--- src/rtl/mse_pkg.sv ---
package mse_pkg;

  localparam int MAX_ELEMENTS = 64;
  localparam int DATA_W       = 32;
  localparam int ADDR_W       = $clog2(MAX_ELEMENTS);
  localparam int CNT_W        = $clog2(MAX_ELEMENTS + 1);
  localparam int SUM_W        = CNT_W + 1;

  typedef struct packed {
    logic signed [DATA_W-1:0] value;
    logic                     last;
  } in_item_t;

  typedef struct packed {
    logic signed [DATA_W-1:0] value_res;
    logic                     last_res;
    logic                     overflow;
  } out_item_t;

  typedef struct packed {
    logic              we;
    logic [ADDR_W-1:0] addr;
    logic [DATA_W-1:0] data;
  } ram_wr_t;

  typedef struct packed {
    logic      valid;
    out_item_t item;
  } out_push_t;

  typedef enum logic [3:0] {
    S_IDLE  = 4'b0001,
    S_PRIME = 4'b0010,
    S_MERGE = 4'b0100,
    S_EMIT  = 4'b1000
  } state_t;

endpackage

--- src/rtl/mse_out_buf.sv ---
module mse_out_buf
  import mse_pkg::*;
(
  input  logic       clk,
  input  logic       rst,
  input  out_push_t  push,
  output logic [1:0] credit,
  output logic       out_valid,
  input  logic       out_stall,
  output out_item_t  out_item
);

  logic [1:0] count;
  out_item_t  head;
  out_item_t  spare;
  logic       pop;

  assign out_valid = (count != 2'd0);
  assign out_item  = head;
  assign pop       = out_valid && !out_stall;
  assign credit    = 2'd2 - count + {1'b0, pop};

  always_ff @(posedge clk) begin
    if (rst) begin
      count <= 2'd0;
    end else begin
      count <= count + {1'b0, push.valid} - {1'b0, pop};
    end
  end

  always_ff @(posedge clk) begin
    if (push.valid && pop) begin
      if (count == 2'd2) begin
        head  <= spare;
        spare <= push.item;
      end else begin
        head <= push.item;
      end
    end else if (pop) begin
      head <= spare;
    end else if (push.valid) begin
      if (count == 2'd0) begin
        head <= push.item;
      end else begin
        spare <= push.item;
      end
    end
  end

endmodule

--- config.mk ---
export PLATFORM = sky130hd
export DESIGN_NAME = mse_out_buf
export DESIGN_NICKNAME = d
export VERILOG_FILES = /design/src/rtl/mse_pkg.sv /design/src/rtl/mse_out_buf.sv
export SDC_FILE = /design/constraint.sdc
export NUM_CORES = 1
export LEC_CHECK = 0
export ABC_AREA = 0
export BUFFER_PORTS_ARGS = -buffer_cell sky130_fd_sc_hd__clkbuf_2
export CORE_ASPECT_RATIO = 1.5
export CORE_UTILIZATION = 46
export CTS_CLUSTER_SIZE = 24
export DETAILED_ROUTE_END_ITERATION = 7
export MAX_ROUTING_LAYER = met4
export PLACE_DENSITY = 0.76
export SKIP_LAST_GASP = 1
export SLEW_MARGIN = 20
export SYNTH_ARGS = -nofsm -noshare
export SYNTH_HDL_FRONTEND = slang
export SYNTH_SLANG_ARGS = --single-unit
export TNS_END_PERCENT = 100
--- constraint.sdc ---
create_clock -name clk -period 2.85 [get_ports clk]
set_clock_uncertainty 0.2 [all_clocks]
set_input_delay 0.1425 -clock clk [delete_from_list [all_inputs] [get_ports clk]]
set_output_delay 0.1425 -clock clk [all_outputs]
set_load 0.02 [all_outputs]
==> impl_results.md <==
* Outcome: completed
* Synth Instances at 123
* Worst-path fanout max at 22
* Final Cycle Share at 74.35%
* Antenna diodes at 0
* H-tree depth at 3
* Worst setup margin at 0.7309 ns
* Number of max-cap violations at 0
* CP max stage cell: a21o_2
* Placed insts at 270
* Die Span X at 65.25 um
* Slew Limit Fails at 0
* Worst-Margin Slew at 0.6529 ns
* Core area at 5786 um^2
* CP startpoint kind: flop
* RSZ-0062 raised after global routing: no
* Post-route insts no fill at 322
* Sink Count at 70
* Initial antenna violation count at 0
* Filler Cells Inserted at 422
* Hpwl dp at 3.033 mm
* Reg clk slew, reported paths at 0.06 ns
* Layout cells sized above 1 at 52.80%
* Switch Pwr at 1.067 mW
* Die Area at 6320 um^2
* Clock buffer depth at 2
* Total number of vias at 1473
* Static leakage at 1.586 nW
* Fin crit period at 2.119 ns
* Worst EP required at 2.72 ns
* Row Count at 34
* Drt first pass iters at 3
* Hold crit path type: input port to flop
* Final Setup Violations at 0
* VDD IR-drop max at 0.7390 mV
* Post-Syn Area per Cell at 22.44 um^2
* DP Worst Slack at 0.7013 ns
* Hold Vio Cnt, Final at 0
* GRT overflow at 0
* Worst path cell trace: o21bai_2 > a21o_2 > buf_4 > mux2_4
* Comb pwr share at 32.8%
* CP endpoint kind: flop
* Wire length per cell at 14.29 um
* IO Port Bufs at 74
* CTS buffer count at 9
* PwrDens at 889.3 nW/um^2
* DRC at 0
* Switching part of the total at 32.15%
* Post-synthesis sequential area ratio at 75.43%
* Share of power burned in registers at 47.5%
* Yosys cell types at 18
* CTS tree: built
* Final #Nets at 285
* Slew HR at 56.47%
* Number of global-route vias before repair at 1528
* ANT nets after route at 0
* WP data arrival at 1.99 ns
* Setup Total Neg Slack at 0 ns
* Initial Util at 47.71%
* Clock network power share at 19.7%
* Internal Power at 2.251 mW
* WP buf/inv at 1
* Cell Area, Synth at 2760 um^2
* I/O pin count at 75
* CTS root buffer: clkbuf_8
* CP max stage delay at 0.54 ns
* Hold Worst Slack at 0.09164 ns
* Total placed instance area at 3207 um^2
* First-pass GRT wire length at 7.424 mm
* Total Wirelength at 4.602 mm
* Finished Cell Area at 3731 um^2
* Synth warn at 0
* Via/cell ratio at 4.575
* Fmax at 471.9 MHz
* CP delay by family, top: compound AO/OA/AOI/OAI gates
* #FFs+latches synth at 70
* Area delta synth->final at 35.18%
* GPL Wtd Cong at 0.7331
* Clock latency on the worst-skew pair at 0.32 ns
* Die height at 96.87 um
* Tot GR Track Use at 16.58%
* First DRT Iteration DRCs at 92
* Largest net degree at the start of global routing at 35
* Syn Nets at 163
* WS Path Type: flop to flop
-- worst min-delay path: stages --
cell      delay [ns]
clkbuf_2        0.13
o21ai_0         0.10
xor2_1          0.14
nor2_1          0.05
-- cells in the mapped netlist --
| cell type | number | share of area [%] |
|---|---|---|
| xor2_1 | 1 | 0.32 |
| dfxtp_1 | 2 | 1.5 |
| mux2_2 | 4 | 1.6 |
| inv_1 | 1 | 0.14 |
| nor2_1 | 2 | 0.27 |
| nor2b_1 | 2 | 0.45 |
| edfxtp_1 | 68 | 74 |
| xnor2_1 | 1 | 0.32 |
| o21bai_2 | 1 | 0.41 |
| a21o_1 | 1 | 0.27 |
| ha_1 | 2 | 0.91 |
| buf_6 | 1 | 0.41 |
| buf_12 | 3 | 2.2 |
| mux2_4 | 30 | 16 |
| or2_2 | 1 | 0.23 |
| o21ai_0 | 1 | 0.18 |
| a21oi_1 | 1 | 0.18 |
| mux2i_1 | 1 | 0.36 |
-- area by class of cell --
cell class | instances | area, um^2 | share of cell area, %
Inverter | 1 | 3.754 | 0.1006
Sequential cell | 70 | 2082 | 55.80
Tap cell | 72 | 90.09 | 2.414
Clock inverter | 7 | 40.04 | 1.073
Multi-Input combinational cell | 48 | 623.1 | 16.70
Clock buffer | 9 | 123.9 | 3.320
Timing Repair Buffer | 115 | 768.2 | 20.59
-- power by group through the flow --
stage               sequential (mW)  clock [mW]  combinational (mW)
finish                         1.58       0.653                1.09
global route                   1.60       0.722                1.17
CTS                            1.58       0.679                1.10
detailed placement             1.60           0                1.05
global placement               1.59           0                1.03
floorplan                      1.84           0               0.529
-- cell usage in the layout (no fill, tap or decap), drive strengths merged, types with 2 or more instances in the layout --
cell type    count
clkbuf          83
edfxtp          68
dlygate4sd3     36
mux2            34
clkinv           6
buf              5
nor2             2
ha               2
dfxtp            2
inv              2
nor2b            2
-- cells by family (layout without fill, tap and decap cells) --
group | count (synthesis) | in the layout | share of synthesized area [%]
and+or+nand+nor | 5 | 5 | 0.9521
DFF | 70 | 70 | 75.43
AOI/OAI and AO/OA | 4 | 4 | 1.042
xor gates and xnor gates | 2 | 2 | 0.6347
buffers and inverters | 5 | 132 | 2.720
muxes | 35 | 35 | 18.31
adders and majority gates | 2 | 2 | 0.9065
-- path summary, 6_finish.rpt --
kind	from	to	slack, ns	cells past startpoint
max reg2reg	count[0]$_SDFF_PP0_	out_item[16]$_DFFE_PP_	0.73	4
max	count[0]$_SDFF_PP0_	out_item[16]$_DFFE_PP_	0.73	4
min	out_stall	count[1]$_SDFF_PP0_	0.09	4
min reg2reg	spare[1]$_DFFE_PP_	out_item[1]$_DFFE_PP_	0.34	1
-- state kept, by name (all words and copies together) (netlist names) --
name	cells
out_item	34
spare	34
count	2
-- per-stage QoR --
stage | total power, mW | utilization, %
2_1_floorplan | 2.369 | -
3_3_place_gp | 2.624 | 55.43
3_5_place_dp | 2.658 | 55.43
4_1_cts | 3.362 | 64.49
5_1_grt | 3.492 | 64.49
6_report | 3.318 | 64.49
-- per-layer routing --
metal	global-route usage (%)	vias up	share of wire, %	wire (um)
met1	18.91	691	40	1851
met4	8.194	0	1.9	89
met3	4.127	9	3.9	181
li1	-	729	-	-
met5	-	-	0	0
met2	26.65	44	54	2479
-- timing repair --
| item | in CTS | in global routing |
|---|---|---|
| gates resized for setup | 0 | 0 |
| hold buffers | 36 | 0 |
| setup buffers | 0 | 0 |
| endpoints found under the hold margin | 70 | 0 |
Power figures use the tool's default switching activity.
