===== src/rtl/mse_pkg.sv =====
package mse_pkg;

  localparam int MAX_ELEMENTS = 64;
  localparam int DATA_W       = 32;
  localparam int ADDR_W       = $clog2(MAX_ELEMENTS);
  localparam int CNT_W        = $clog2(MAX_ELEMENTS + 1);
  localparam int SUM_W        = CNT_W + 1;

  typedef struct packed {
    logic signed [DATA_W-1:0] value;
    logic                     last;
  } in_item_t;

  typedef struct packed {
    logic signed [DATA_W-1:0] value_res;
    logic                     last_res;
    logic                     overflow;
  } out_item_t;

  typedef struct packed {
    logic              we;
    logic [ADDR_W-1:0] addr;
    logic [DATA_W-1:0] data;
  } ram_wr_t;

  typedef struct packed {
    logic      valid;
    out_item_t item;
  } out_push_t;

  typedef enum logic [3:0] {
    S_IDLE  = 4'b0001,
    S_PRIME = 4'b0010,
    S_MERGE = 4'b0100,
    S_EMIT  = 4'b1000
  } state_t;

endpackage


===== src/rtl/mse_ctrl.sv =====
module mse_ctrl
  import mse_pkg::*;
(
  input  logic                     clk,
  input  logic                     rst,
  input  logic                     in_valid,
  input  in_item_t                 in_item,
  output logic                     in_stall,
  output ram_wr_t                  wr_a,
  output ram_wr_t                  wr_b,
  output logic [ADDR_W-1:0]        raddr0,
  output logic [ADDR_W-1:0]        raddr1,
  input  logic signed [DATA_W-1:0] qa0,
  input  logic signed [DATA_W-1:0] qa1,
  input  logic signed [DATA_W-1:0] qb0,
  input  logic signed [DATA_W-1:0] qb1,
  input  logic [1:0]               credit,
  output out_push_t                push
);

  state_t            state;
  logic              src;
  logic [CNT_W-1:0]  cnt;
  logic              dropped;
  logic [CNT_W-1:0]  width;
  logic [CNT_W-1:0]  i;
  logic [CNT_W-1:0]  j;
  logic [CNT_W-1:0]  k;
  logic [CNT_W-1:0]  mid;
  logic [CNT_W-1:0]  hi;
  logic [CNT_W-1:0]  e;
  logic              pend;
  logic              pend_last;
  logic              pend_ovf;

  logic              accept;
  logic              room;
  logic [CNT_W-1:0]  n_after;
  logic signed [DATA_W-1:0] d0;
  logic signed [DATA_W-1:0] d1;
  logic              take_a;
  logic [CNT_W-1:0]  k1;
  logic              seg_done;
  logic              pass_done;
  logic              sort_done;
  logic [SUM_W-1:0]  w2;
  logic [CNT_W-1:0]  new_lo;
  logic [CNT_W-1:0]  new_w;
  logic [SUM_W-1:0]  mid_sum;
  logic [SUM_W-1:0]  hi_sum;
  logic [CNT_W-1:0]  mid_n;
  logic [CNT_W-1:0]  hi_n;
  logic [CNT_W-1:0]  i_m;
  logic [CNT_W-1:0]  j_m;
  logic              issue;
  logic              e_last;

  assign in_stall = (state != S_IDLE);
  assign accept   = in_valid && !in_stall;
  assign room     = (cnt < CNT_W'(MAX_ELEMENTS));
  assign n_after  = room ? cnt + CNT_W'(1) : cnt;

  assign d0 = src ? qb0 : qa0;
  assign d1 = src ? qb1 : qa1;

  // one merge step: pick the smaller head, or drain whichever run is left
  always_comb begin
    take_a    = (i < mid) && ((j >= hi) || (d0 < d1));
    k1        = k + CNT_W'(1);
    seg_done  = (k1 == hi);
    pass_done = seg_done && (hi == cnt);
    w2        = {1'b0, width} << 1;
    sort_done = pass_done && (w2 >= {1'b0, cnt});
    new_lo    = pass_done ? '0 : hi;
    new_w     = pass_done ? w2[CNT_W-1:0] : width;
    mid_sum   = {1'b0, new_lo} + {1'b0, new_w};
    hi_sum    = mid_sum + {1'b0, new_w};
    mid_n     = (mid_sum > {1'b0, cnt}) ? cnt : mid_sum[CNT_W-1:0];
    hi_n      = (hi_sum > {1'b0, cnt}) ? cnt : hi_sum[CNT_W-1:0];
    i_m       = seg_done ? new_lo : i + CNT_W'(take_a);
    j_m       = seg_done ? mid_n : j + CNT_W'(!take_a);
  end

  assign issue  = (state == S_EMIT) && (credit > {1'b0, pend});
  assign e_last = ((e + CNT_W'(1)) == cnt);

  // read the heads the merge will need next cycle, or in emit the next result
  always_comb begin
    unique case (state)
      S_MERGE: begin
        raddr0 = i_m[ADDR_W-1:0];
        raddr1 = j_m[ADDR_W-1:0];
      end
      S_EMIT: begin
        raddr0 = e[ADDR_W-1:0];
        raddr1 = j[ADDR_W-1:0];
      end
      default: begin
        raddr0 = i[ADDR_W-1:0];
        raddr1 = j[ADDR_W-1:0];
      end
    endcase
  end

  always_comb begin
    wr_a.we   = 1'b0;
    wr_a.addr = k[ADDR_W-1:0];
    wr_a.data = take_a ? d0 : d1;
    wr_b.we   = (state == S_MERGE) && !src;
    wr_b.addr = k[ADDR_W-1:0];
    wr_b.data = take_a ? d0 : d1;
    if (state == S_MERGE) begin
      wr_a.we = src;
    end else if (accept && room) begin
      wr_a.we   = 1'b1;
      wr_a.addr = cnt[ADDR_W-1:0];
      wr_a.data = in_item.value;
    end
  end

  always_comb begin
    push.valid          = pend;
    push.item.value_res = d0;
    push.item.last_res  = pend_last;
    push.item.overflow  = pend_ovf;
  end

  always_ff @(posedge clk) begin
    if (rst) begin
      state   <= S_IDLE;
      src     <= 1'b0;
      cnt     <= '0;
      dropped <= 1'b0;
      pend    <= 1'b0;
    end else begin
      pend <= issue;
      unique case (state)
        S_IDLE: begin
          if (accept) begin
            cnt     <= n_after;
            dropped <= dropped | !room;
            if (in_item.last) begin
              src   <= 1'b0;
              state <= (n_after > CNT_W'(1)) ? S_PRIME : S_EMIT;
            end
          end
        end
        S_PRIME: begin
          state <= S_MERGE;
        end
        S_MERGE: begin
          if (pass_done) begin
            src <= !src;
          end
          if (sort_done) begin
            state <= S_EMIT;
          end
        end
        S_EMIT: begin
          if (issue && e_last) begin
            state   <= S_IDLE;
            cnt     <= '0;
            dropped <= 1'b0;
          end
        end
        default: begin
          state <= S_IDLE;
        end
      endcase
    end
  end

  // datapath registers, no reset
  always_ff @(posedge clk) begin
    pend_last <= e_last;
    pend_ovf  <= dropped;
    if (state == S_IDLE) begin
      width <= CNT_W'(1);
      i     <= '0;
      k     <= '0;
      e     <= '0;
      mid   <= CNT_W'(1);
      j     <= CNT_W'(1);
      hi    <= (n_after > CNT_W'(2)) ? CNT_W'(2) : n_after;
    end else if (state == S_MERGE) begin
      i     <= i_m;
      j     <= j_m;
      k     <= seg_done ? new_lo : k1;
      width <= new_w;
      if (seg_done) begin
        mid <= mid_n;
        hi  <= hi_n;
      end
    end else if (issue) begin
      e <= e + CNT_W'(1);
    end
  end

endmodule


===== config.mk =====
export PLATFORM = sky130hd
export DESIGN_NAME = mse_ctrl
export DESIGN_NICKNAME = d
export VERILOG_FILES = /design/src/rtl/mse_pkg.sv /design/src/rtl/mse_ctrl.sv
export SDC_FILE = /design/constraint.sdc
export NUM_CORES = 1
export LEC_CHECK = 0
export BUFFER_PORTS_ARGS = -buffer_cell sky130_fd_sc_hd__buf_4
export CORE_MARGIN = 1
export CORE_UTILIZATION = 40
export CTS_CLUSTER_DIAMETER = 150
export DETAILED_ROUTE_END_ITERATION = 16
export MAX_ROUTING_LAYER = met4
export PLACE_DENSITY = 0.72
export SKIP_LAST_GASP = 1
export SLEW_MARGIN = 10
export SYNTH_ARGS = -nofsm -noshare
export SYNTH_HDL_FRONTEND = slang
export SYNTH_SLANG_ARGS = --single-unit

===== constraint.sdc =====
create_clock -name clk -period 8.9 [get_ports clk]
set_input_delay 0.445 -clock clk [delete_from_list [all_inputs] [get_ports clk]]
set_output_delay 0.445 -clock clk [all_outputs]
set_load 0.02 [all_outputs]

==> report_table.html, run 1 <==
<table>
<tr><th>Metric</th><th>Value</th></tr>
<tr><th colspan="2">Cells and area</th></tr>
<tr><td>Post-layout instance count excluding filler cells</td><td>between 1,500 and 2,000</td></tr>
<tr><td>Most common cell after layout, fill and taps aside</td><td>sky130_fd_sc_hd__buf_4</td></tr>
<tr><td>Layout cell share with drive strength beyond 1</td><td>32.41%</td></tr>
<tr><td>Antenna diode count</td><td>0</td></tr>
<tr><td>Final Net Count</td><td>roughly 1,500</td></tr>
<tr><td>Commonest cells after routing, fill and taps aside</td><td>sky130_fd_sc_hd__buf_4 (300), sky130_fd_sc_hd__a21oi_1 (85), sky130_fd_sc_hd__ha_1 (85), sky130_fd_sc_hd__nand2_1 (84), sky130_fd_sc_hd__nor2_1 (67)</td></tr>
<tr><td>Layout-stage area growth over the synthesis result</td><td>32.95%</td></tr>
<tr><th colspan="2">Run</th></tr>
<tr><td>Max_cap viols</td><td>0</td></tr>
<tr><th colspan="2">Synth</th></tr>
<tr><td>Post-synthesis compound-gate area fraction</td><td>about 28%</td></tr>
<tr><td>EDFF count, synth</td><td>7</td></tr>
<tr><td>Post-Synth Simple-Gate Area</td><td>between 10% and 20%</td></tr>
<tr><td>Combinational family with the most area after synthesis</td><td>compound AO/OA/AOI/OAI gates</td></tr>
<tr><td>Top flip-flop cell by instance count after synthesis</td><td>sky130_fd_sc_hd__dfxtp_1</td></tr>
<tr><td>Sequential share of the synthesized area</td><td>between 10% and 20%</td></tr>
<tr><td>Arithmetic-cell share of the synthesized area counting full adders, half adders and majority gates</td><td>about 14%</td></tr>
<tr><td>Number of warnings reported in the yosys synthesis log</td><td>0</td></tr>
<tr><td>Cells after synthesis</td><td>1,021</td></tr>
<tr><td>Share of flip-flops with an asynchronous set or reset after synthesis</td><td>0%</td></tr>
<tr><td>Per-instance average area after synthesis</td><td>7.747 um^2</td></tr>
<tr><td>Unique masters post-synth</td><td>74</td></tr>
<tr><td>Post-synthesis net count</td><td>between 1,000 and 1,500</td></tr>
<tr><td>Multiplexer area fraction after synthesis</td><td>approximately 11%</td></tr>
<tr><td>Area of the mapped netlist</td><td>just under 8000 um^2</td></tr>
<tr><td>Xor and xnor fraction of the mapped netlist area</td><td>under 10%</td></tr>
<tr><td>FF+latch count, synth</td><td>65</td></tr>
<tr><th colspan="2">Clock network</th></tr>
<tr><td>Buffer depth of the longest clock path</td><td>2</td></tr>
<tr><td>Clock sinks</td><td>65</td></tr>
<tr><td>Hold_buf cts</td><td>0</td></tr>
<tr><td>H-tree depth</td><td>3</td></tr>
<tr><td>Setup bufs post-CTS</td><td>0</td></tr>
<tr><td>Clock tree root buffer cell</td><td>sky130_fd_sc_hd__clkbuf_16</td></tr>
<tr><td>Clock Latency Late Sink</td><td>340 ps</td></tr>
<tr><td>TritonCTS clock tree</td><td>built</td></tr>
<tr><td>Clock buffers created by TritonCTS</td><td>9</td></tr>
<tr><td>Post-cts gate resize count</td><td>0</td></tr>
<tr><td>Clock slew seen by the registers of the worst setup and hold paths</td><td>approximately 60 ps</td></tr>
<tr><th colspan="2">GRT</th></tr>
<tr><td>Met1 routing resource usage after global routing</td><td>35.96%</td></tr>
<tr><td>Antenna violations before repair</td><td>0</td></tr>
<tr><td>Met2 layer usage reported by global route</td><td>a little over two fifths</td></tr>
<tr><td>Met3 demand-to-capacity share in global routing</td><td>approximately 8.4%</td></tr>
<tr><td>Leftover overflow at the end of global routing</td><td>0</td></tr>
<tr><td>First-pass GRT wire length</td><td>around 43,000 um</td></tr>
<tr><td>Largest net degree at the start of global routing</td><td>65</td></tr>
<tr><td>Overall global routing resource usage</td><td>approximately 28%</td></tr>
<tr><td>Most used routing layer</td><td>met2</td></tr>
<tr><td>Number of global-route vias before repair</td><td>between 7,000 and 8,000</td></tr>
<tr><th colspan="2">Place</th></tr>
<tr><td>Routability cong.</td><td>about 0.93</td></tr>
<tr><td>Number of buffers added on ports</td><td>291</td></tr>
<tr><td>Number of cells after detailed placement</td><td>1,511</td></tr>
<tr><td>HPWL after DPL</td><td>23,020 um</td></tr>
<tr><th colspan="2">Power and ir drop</th></tr>
<tr><td>Worst supply voltage drop on vdd</td><td>between 100 and 150 uV</td></tr>
<tr><td>Static leakage</td><td>approximately 4.8 nW</td></tr>
<tr><td>PD cells</td><td>about 220 nW/um^2</td></tr>
<tr><th colspan="2">Timing</th></tr>
<tr><td>Final Slew Violations</td><td>0</td></tr>
<tr><td>Minimum clock period</td><td>approximately 7600 ps</td></tr>
<tr><td>Final count of negative-setup-slack endpoints</td><td>0</td></tr>
<tr><td>Fin crit share</td><td>between 80% and 90%</td></tr>
<tr><td>Max Fclk</td><td>about 130 MHz</td></tr>
<tr><td>Worst Clk Skew</td><td>about 6.8 ps</td></tr>
<tr><td>Slew headroom</td><td>between 20% and 30%</td></tr>
<tr><td>Final number of hold-violating endpoints</td><td>0</td></tr>
<tr><td>Unrepaired setup endpoints after global routing</td><td>false</td></tr>
<tr><td>Worst Tran Pin Value</td><td>slightly above 1000 ps</td></tr>
<tr><td>Sum of negative setup slack</td><td>0 ps</td></tr>
<tr><th colspan="2">Critical path</th></tr>
<tr><td>Beginning of the worst register-to-register path</td><td>k[0]</td></tr>
<tr><td>Crit path from</td><td>k[0]</td></tr>
<tr><td>Data arrival time of the worst path</td><td>approximately 7700 ps</td></tr>
<tr><td>Crit Path Category</td><td>reg2reg</td></tr>
<tr><td>End of the critical path</td><td>hi[0]</td></tr>
<tr><td>WP data required</td><td>8990 ps</td></tr>
<tr><td>Capture point of the worst reg-to-reg path</td><td>hi[0]</td></tr>
<tr><td>Capturing element type of the critical path</td><td>flip-flop</td></tr>
<tr><td>Worst r2r path cells</td><td>23</td></tr>
<tr><td>Worst reg-to-reg setup slack</td><td>between 1000 and 1500 ps</td></tr>
<tr><td>Critical-path maximum fanout</td><td>17</td></tr>
<tr><td>CP startpoint kind</td><td>flip-flop</td></tr>
<tr><th colspan="2">Detailed routing</th></tr>
<tr><td>Post-DRT Antenna Nets</td><td>0</td></tr>
<tr><td>Via-to-Cell Ratio</td><td>roughly 5.6</td></tr>
<tr><td>Total via count in the routed design</td><td>roughly 8,600</td></tr>
<tr><td>DRC violations left</td><td>0</td></tr>
<tr><td>Routed len/inst</td><td>19.11 um</td></tr>
<tr><td>Count of routing violations after the opening detailed-route iteration</td><td>~520</td></tr>
<tr><td>Number of detailed-route iterations in the first pass</td><td>5</td></tr>
<tr><td>Routed WL</td><td>between 20,000 and 30,000 um</td></tr>
<tr><th colspan="2">Floorplan</th></tr>
<tr><td>Num rows</td><td>a little over 50</td></tr>
<tr><td>Die footprint</td><td>slightly above 20,000 um^2</td></tr>
<tr><td>Initial cell density of the core</td><td>around two fifths</td></tr>
<tr><td>Count of pins on the block boundary</td><td>a little under 300</td></tr>
<tr><td>Die Span X</td><td>approximately 140 um</td></tr>
<tr><td>Placeable core area</td><td>around 19,000 um^2</td></tr>
<tr><td>Die height</td><td>approximately 140 um</td></tr>
<tr><th colspan="2">Hold path</th></tr>
<tr><td>Hold WC Path Type</td><td>in2reg</td></tr>
<tr><td>Hold path depth</td><td>2</td></tr>
<tr><th colspan="2">Status</th></tr>
<tr><td>Status</td><td>completed</td></tr>
</table>
## registers in the layout, indices dropped and copies added (netlist names)
register / cells
state: 4
e: 7
k: 7
dropped: 1
j: 7
i: 7
pend: 1
width: 7
src: 1
cnt: 7
pend_ovf: 1
mid: 7
pend_last: 1
hi: 7
## area by class of cell
cell class | count | area [um^2]
Clock buffer | 10 | 229.0
Clock inverter | 6 | 67.56
Fill cell | 1925 | 8882
Inverter | 63 | 236.5
Multi-Input combinational cell | 818 | 6025
Sequential cell | 65 | 1375
Tap cell | 265 | 331.6
Timing Repair Buffer | 300 | 2252
## power breakdown
| part | internal, mW | switching, mW |
|---|---|---|
| clock network | 0.218 | 0.141 |
| logic | 0.665 | 0.952 |
| registers | 0.336 | 0.0537 |
| total | 1.22 | 1.15 |
## cells in the mapped netlist, drive strengths merged, types with 6 or more instances
cell type	number	area, um^2
a21oi	86	430.4
ha	85	1064
nand2	84	315.3
nor2	67	251.5
o21ai	67	335.3
inv	62	232.7
dfxtp	58	1161
clkbuf	56	211.5
mux2	42	476.7
mux2i	42	432.9
a21boi	33	247.7
a31o	33	289.0
xnor2	29	254.0
a21o	28	210.2
nand3	26	130.1
buf	19	120.1
xor2	18	157.7
a211oi	16	120.1
nor3	16	80.08
nand4	14	87.58
o21a	14	105.1
a31oi	10	62.56
and3	8	50.05
edfxtp	7	210.2
nor2b	7	43.79
a22o	6	52.55
nor4	6	37.54
nor4b	6	58.80
## routing by layer
metal,vias to the layer above,part of all wire (%)
met2,359,45
met3,50,9.1
met5,-,0
met1,4011,43
met4,0,2.6
li1,4200,-
## critical path, cell delays in order, from the launching register on
cell and delay (ps):
sky130_fd_sc_hd__dfxtp_1 480, sky130_fd_sc_hd__ha_1 290, sky130_fd_sc_hd__nand3_1 220, sky130_fd_sc_hd__or3_1 440, sky130_fd_sc_hd__a211oi_1 360, sky130_fd_sc_hd__o211a_1 660
sky130_fd_sc_hd__mux2_2 480, sky130_fd_sc_hd__fa_1 480, sky130_fd_sc_hd__a21o_1 180, sky130_fd_sc_hd__a21oi_1 210, sky130_fd_sc_hd__inv_1 80, sky130_fd_sc_hd__and4b_1 180
sky130_fd_sc_hd__or3_1 400, sky130_fd_sc_hd__ha_1 380, sky130_fd_sc_hd__mux2_2 340, sky130_fd_sc_hd__or4_1 450, sky130_fd_sc_hd__ha_1 320, sky130_fd_sc_hd__nand3_1 90
sky130_fd_sc_hd__o21bai_1 160, sky130_fd_sc_hd__a21oi_1 150, sky130_fd_sc_hd__o21ba_2 200, sky130_fd_sc_hd__mux2i_4 350, sky130_fd_sc_hd__nor3_1 90, sky130_fd_sc_hd__a311o_1 330
## cell families after synthesis
family,count (synthesis)
buf+inv,138
mux,84
fa+ha+maj,88
xor+xnor,49
flops,65
simple gates,265
compound gates,332
## through the flow
stage	total power [mW]	setup slack [ps]	instance area (um^2)	hold slack (ps)	util, %
2_1_floorplan	1.438	2097	7910	331.5	-
4_1_cts	2.357	1411	10520	324.2	54.21
3_3_place_gp	1.974	1584	10220	346.8	52.68
6_report	2.365	1335	10520	328.4	54.21
3_5_place_dp	1.993	1422	10220	347.6	52.68
5_1_grt	2.528	948.4	10520	327.5	54.21
## worst min-delay path by stage
stage | start | to | slack, ps
after floorplan | dropped | pend_ovf | 330
final | rst | src | 330
after CTS | rst | src | 320
after detailed placement | dropped | pend_ovf | 350
after global routing | rst | src | 330
after global placement | dropped | pend_ovf | 350
(Power assumes the default switching activity.)
==> inputs of run 2 (changes only) <==
PLACE_DENSITY = 0.75   (was 0.72)
clock period = 6.24 ns   (was 8.9 ns; I/O delays follow)
==> run 2 against run 1 <==
Against the previous run:
- total power increased by 54%
- critical path depth up 1
- register-to-register slack worse by 1300 ps
- final area up 5.0%
- setup slack lost 1300 ps
- count of clock-buffer cells in the layout is 2 higher
- largest cell class unchanged
- largest power group unchanged
- highest routed layer unchanged
==> report_table.html, run 2 (synthesis results as in run 1) <==
<table>
<tr><th>Metric</th><th>Value</th></tr>
<tr><th colspan="2">Critical path</th></tr>
<tr><td>CP startpoint kind</td><td>flip-flop</td></tr>
<tr><td>Max stage delay cell, worst path</td><td>sky130_fd_sc_hd__or4_4</td></tr>
<tr><td>Number of buffer and inverter instances along the worst setup path</td><td>2</td></tr>
<tr><td>Cell-by-cell trace of the critical path</td><td>ha_4 -&gt; nand3_2 -&gt; or3_4 -&gt; a211oi_4 -&gt; o211a_4 -&gt; mux2_4 -&gt; fa_2 -&gt; a21o_1 -&gt; a21oi_2 -&gt; inv_1 -&gt; and4b_1 -&gt; or3_4 -&gt; ha_4 -&gt; mux2_4 -&gt; or4_4 -&gt; ha_4 -&gt; nand3_2 -&gt; o21bai_4 -&gt; a21oi_2 -&gt; o21ba_4 -&gt; mux2i_4 -&gt; buf_4 -&gt; mux2i_1 -&gt; nor2_1</td></tr>
<tr><td>Delay of the slowest critical-path stage</td><td>~560 ps</td></tr>
<tr><td>Data arrival time of the worst path</td><td>between 6000 and 7000 ps</td></tr>
<tr><td>Beginning of the worst register-to-register path</td><td>k[0]</td></tr>
<tr><td>Worst r2r path cells</td><td>24</td></tr>
<tr><td>Worst reg-to-reg setup slack</td><td>around 75 ps</td></tr>
<tr><td>Crit Path Category</td><td>reg2reg</td></tr>
<tr><td>Top cell by count, worst path</td><td>sky130_fd_sc_hd__ha_4</td></tr>
<tr><td>Capture point of the worst reg-to-reg path</td><td>hi[6]</td></tr>
<tr><td>Delay-heaviest family, CP</td><td>simple AND/OR/NAND/NOR gates</td></tr>
<tr><td>WP data required</td><td>roughly 6300 ps</td></tr>
<tr><td>Crit path from</td><td>k[0]</td></tr>
<tr><td>Capturing element type of the critical path</td><td>flip-flop</td></tr>
<tr><td>Critical-path maximum fanout</td><td>5</td></tr>
<tr><th colspan="2">Clock network</th></tr>
<tr><td>Clock Latency Late Sink</td><td>350 ps</td></tr>
<tr><td>TritonCTS clock tree</td><td>built</td></tr>
<tr><td>Clock sinks</td><td>65</td></tr>
<tr><td>Clock tree root buffer cell</td><td>sky130_fd_sc_hd__clkbuf_16</td></tr>
<tr><td>Buffer depth of the longest clock path</td><td>2</td></tr>
<tr><td>Clock buffers created by TritonCTS</td><td>9</td></tr>
<tr><td>Clock slew seen by the registers of the worst setup and hold paths</td><td>~60 ps</td></tr>
<tr><td>H-tree depth</td><td>3</td></tr>
<tr><th colspan="2">Cells and area</th></tr>
<tr><td>Final Net Count</td><td>roughly 1,600</td></tr>
<tr><td>Most common cell after layout, fill and taps aside</td><td>sky130_fd_sc_hd__buf_4</td></tr>
<tr><td>Layout-stage area growth over the synthesis result</td><td>39.54%</td></tr>
<tr><td>Layout cell share with drive strength beyond 1</td><td>a little under two fifths</td></tr>
<tr><td>Post-layout instance count excluding filler cells</td><td>~1,600</td></tr>
<tr><td>Design area</td><td>between 10,000 and 15,000 um^2</td></tr>
<tr><td>Footprint of the multi-input gates</td><td>roughly 6200 um^2</td></tr>
<tr><td>Commonest cells after routing, fill and taps aside</td><td>sky130_fd_sc_hd__buf_4 (339), sky130_fd_sc_hd__nand2_1 (84), sky130_fd_sc_hd__a21oi_1 (81), sky130_fd_sc_hd__ha_1 (77), sky130_fd_sc_hd__nor2_1 (67)</td></tr>
<tr><td>Fill cell instance count of the final layout</td><td>approximately 1,800</td></tr>
<tr><td>Antenna diode count</td><td>0</td></tr>
<tr><td>Sequential cell area</td><td>approximately 1400 um^2</td></tr>
<tr><th colspan="2">Power and ir drop</th></tr>
<tr><td>Relative contribution of the clock network to total power</td><td>between 10% and 20%</td></tr>
<tr><td>Overall Power</td><td>between 3 and 4 mW</td></tr>
<tr><td>Net switching share of the total power</td><td>around half</td></tr>
<tr><td>Sequential cell fraction of total power</td><td>roughly 15%</td></tr>
<tr><td>Combinational cell fraction of total power</td><td>72.1%</td></tr>
<tr><td>Static leakage</td><td>about 5.0 nW</td></tr>
<tr><td>Cell internal pwr</td><td>about 1.9 mW</td></tr>
<tr><td>Worst supply voltage drop on vdd</td><td>between 150 and 200 uV</td></tr>
<tr><td>Net switching power of the design</td><td>~1.7 mW</td></tr>
<tr><td>PD cells</td><td>roughly 330 nW/um^2</td></tr>
<tr><th colspan="2">GRT</th></tr>
<tr><td>First-pass GRT wire length</td><td>around 45,000 um</td></tr>
<tr><td>Leftover overflow at the end of global routing</td><td>0</td></tr>
<tr><td>Overall global routing resource usage</td><td>29.42%</td></tr>
<tr><td>Antenna violations before repair</td><td>0</td></tr>
<tr><td>Number of global-route vias before repair</td><td>slightly above 8,000</td></tr>
<tr><td>Largest net degree at the start of global routing</td><td>46</td></tr>
<tr><th colspan="2">Detailed routing</th></tr>
<tr><td>Count of routing violations after the opening detailed-route iteration</td><td>around 560</td></tr>
<tr><td>Routed WL</td><td>30,310 um</td></tr>
<tr><td>Post-DRT Antenna Nets</td><td>0</td></tr>
<tr><td>Total via count in the routed design</td><td>approximately 8,900</td></tr>
<tr><td>Number of detailed-route iterations in the first pass</td><td>5</td></tr>
<tr><td>Routed len/inst</td><td>19.33 um</td></tr>
<tr><td>DRC violations left</td><td>0</td></tr>
<tr><td>Via-to-Cell Ratio</td><td>5.700</td></tr>
<tr><th colspan="2">Floorplan</th></tr>
<tr><td>Count of pins on the block boundary</td><td>approximately 290</td></tr>
<tr><td>Die height</td><td>~140 um</td></tr>
<tr><td>Num rows</td><td>51</td></tr>
<tr><td>Placeable core area</td><td>approximately 19,000 um^2</td></tr>
<tr><td>Initial cell density of the core</td><td>between 40% and 50%</td></tr>
<tr><td>Die Span X</td><td>approximately 140 um</td></tr>
<tr><td>Die footprint</td><td>around 20,000 um^2</td></tr>
<tr><th colspan="2">Timing</th></tr>
<tr><td>Final Slew Violations</td><td>0</td></tr>
<tr><td>Final number of hold-violating endpoints</td><td>0</td></tr>
<tr><td>Slew headroom</td><td>43.13%</td></tr>
<tr><td>Worst Tran Pin Value</td><td>roughly 850 ps</td></tr>
<tr><td>Final count of negative-setup-slack endpoints</td><td>0</td></tr>
<tr><td>Worst Clk Skew</td><td>roughly 12 ps</td></tr>
<tr><td>Minimum clock period</td><td>6165 ps</td></tr>
<tr><td>Fin crit share</td><td>98.80%</td></tr>
<tr><td>Unrepaired setup endpoints after global routing</td><td>true</td></tr>
<tr><td>Max Fclk</td><td>approximately 160 MHz</td></tr>
<tr><td>Sum of negative setup slack</td><td>0 ps</td></tr>
<tr><th colspan="2">Hold path</th></tr>
<tr><td>Hold path depth</td><td>2</td></tr>
<tr><td>Hold Path Sink</td><td>src</td></tr>
<tr><td>Hold WC Path Type</td><td>in2reg</td></tr>
<tr><td>Worst Min Path Start</td><td>rst</td></tr>
<tr><th colspan="2">Place</th></tr>
<tr><td>Routability cong.</td><td>0.9493</td></tr>
<tr><td>HPWL after DPL</td><td>around 24,000 um</td></tr>
<tr><td>Number of buffers added on ports</td><td>roughly 290</td></tr>
<tr><td>Number of cells after detailed placement</td><td>1,545</td></tr>
<tr><td>Instance area after placement</td><td>~11,000 um^2</td></tr>
<tr><th colspan="2">Run</th></tr>
<tr><td>Max_cap viols</td><td>0</td></tr>
<tr><th colspan="2">Status</th></tr>
<tr><td>Status</td><td>completed</td></tr>
</table>
==> run 2: cell count changes in the layout (fill, tap and decap cells not counted), moves of 4 or more <==
cell / before / now
sky130_fd_sc_hd__ha_1: 85 / 77
sky130_fd_sc_hd__mux2_4: 1 / 5
sky130_fd_sc_hd__ha_4: 0 / 7
sky130_fd_sc_hd__a21oi_2: 0 / 4
sky130_fd_sc_hd__mux2_2: 41 / 37
sky130_fd_sc_hd__buf_4: 300 / 339
sky130_fd_sc_hd__a21oi_1: 85 / 81
==> run 2: final cells by class <==
type	count	area share (%)
clock buffers	12	2.233
clock inverters	4	0.2494
inverters	63	2.142
multi-input cells	818	56.59
flip-flops and latches	65	12.53
well taps	265	3.004
repair buffers	341	23.26
==> run 2: how the worst max path moves through the flow <==
stage | to | slack [ps] | cells past startpoint
final | hi[6] | 80 | 24
after global routing | hi[3] | -130 | 26
after CTS | hi[0] | 10 | 23
after detailed placement | hi[3] | -150 | 24
after global placement | hi[5] | 30 | 24
after floorplan | hi[0] | 10 | 25
==> run 2: worst register-to-register path: cells and delay by family (launching register included) <==
family | cells | cell delay [ps]
AO/OA/AOI/OAI | 7 | 1430
adder cells (fa/ha/maj) | 4 | 1080
buffers and inverters | 2 | 240
flip-flops | 1 | 360
multiplexers | 4 | 1040
AND/OR/NAND/NOR | 7 | 1720
==> run 2: power groups by stage <==
| stage | logic [mW] | clock network (mW) | registers, mW |
|---|---|---|---|
| detailed placement | 2.43 | 0 | 0.543 |
| finish | 2.62 | 0.477 | 0.535 |
| global route | 2.81 | 0.501 | 0.539 |
| CTS | 2.48 | 0.479 | 0.534 |
| global placement | 2.40 | 0 | 0.540 |
| floorplan | 1.54 | 0 | 0.523 |
==> run 2: routing by layer <==
metal	share of wire [%]	vias up	GRT usage, %	wire [um]
met5	0	-	-	0
met4	2.0	0	8.376	596
met3	7.8	48	6.506	2364
met2	46	362	45.72	13990
met1	44	4249	38.09	13360
li1	-	4278	-	-
==> run 2: stage by stage <==
stage / setup slack, ps / util [%] / hold slack [ps]
3_5_place_dp: -149.8 / 54.30 / 340.7
4_1_cts: 11.13 / 55.89 / 176.5
5_1_grt: -126.4 / 56.90 / 192.3
3_3_place_gp: 28.95 / 54.30 / 347.2
2_1_floorplan: 12.95 / - / 331.5
6_report: 75.06 / 56.90 / 180.4
==> run 2: what timing repair did <==
action,in CTS,in global routing
hold buffers,0,0
endpoints found under the hold margin,0,0
resized for setup,6,29
endpoints found under the setup margin,7,7
setup buffers,1,6
pin swaps,2,20
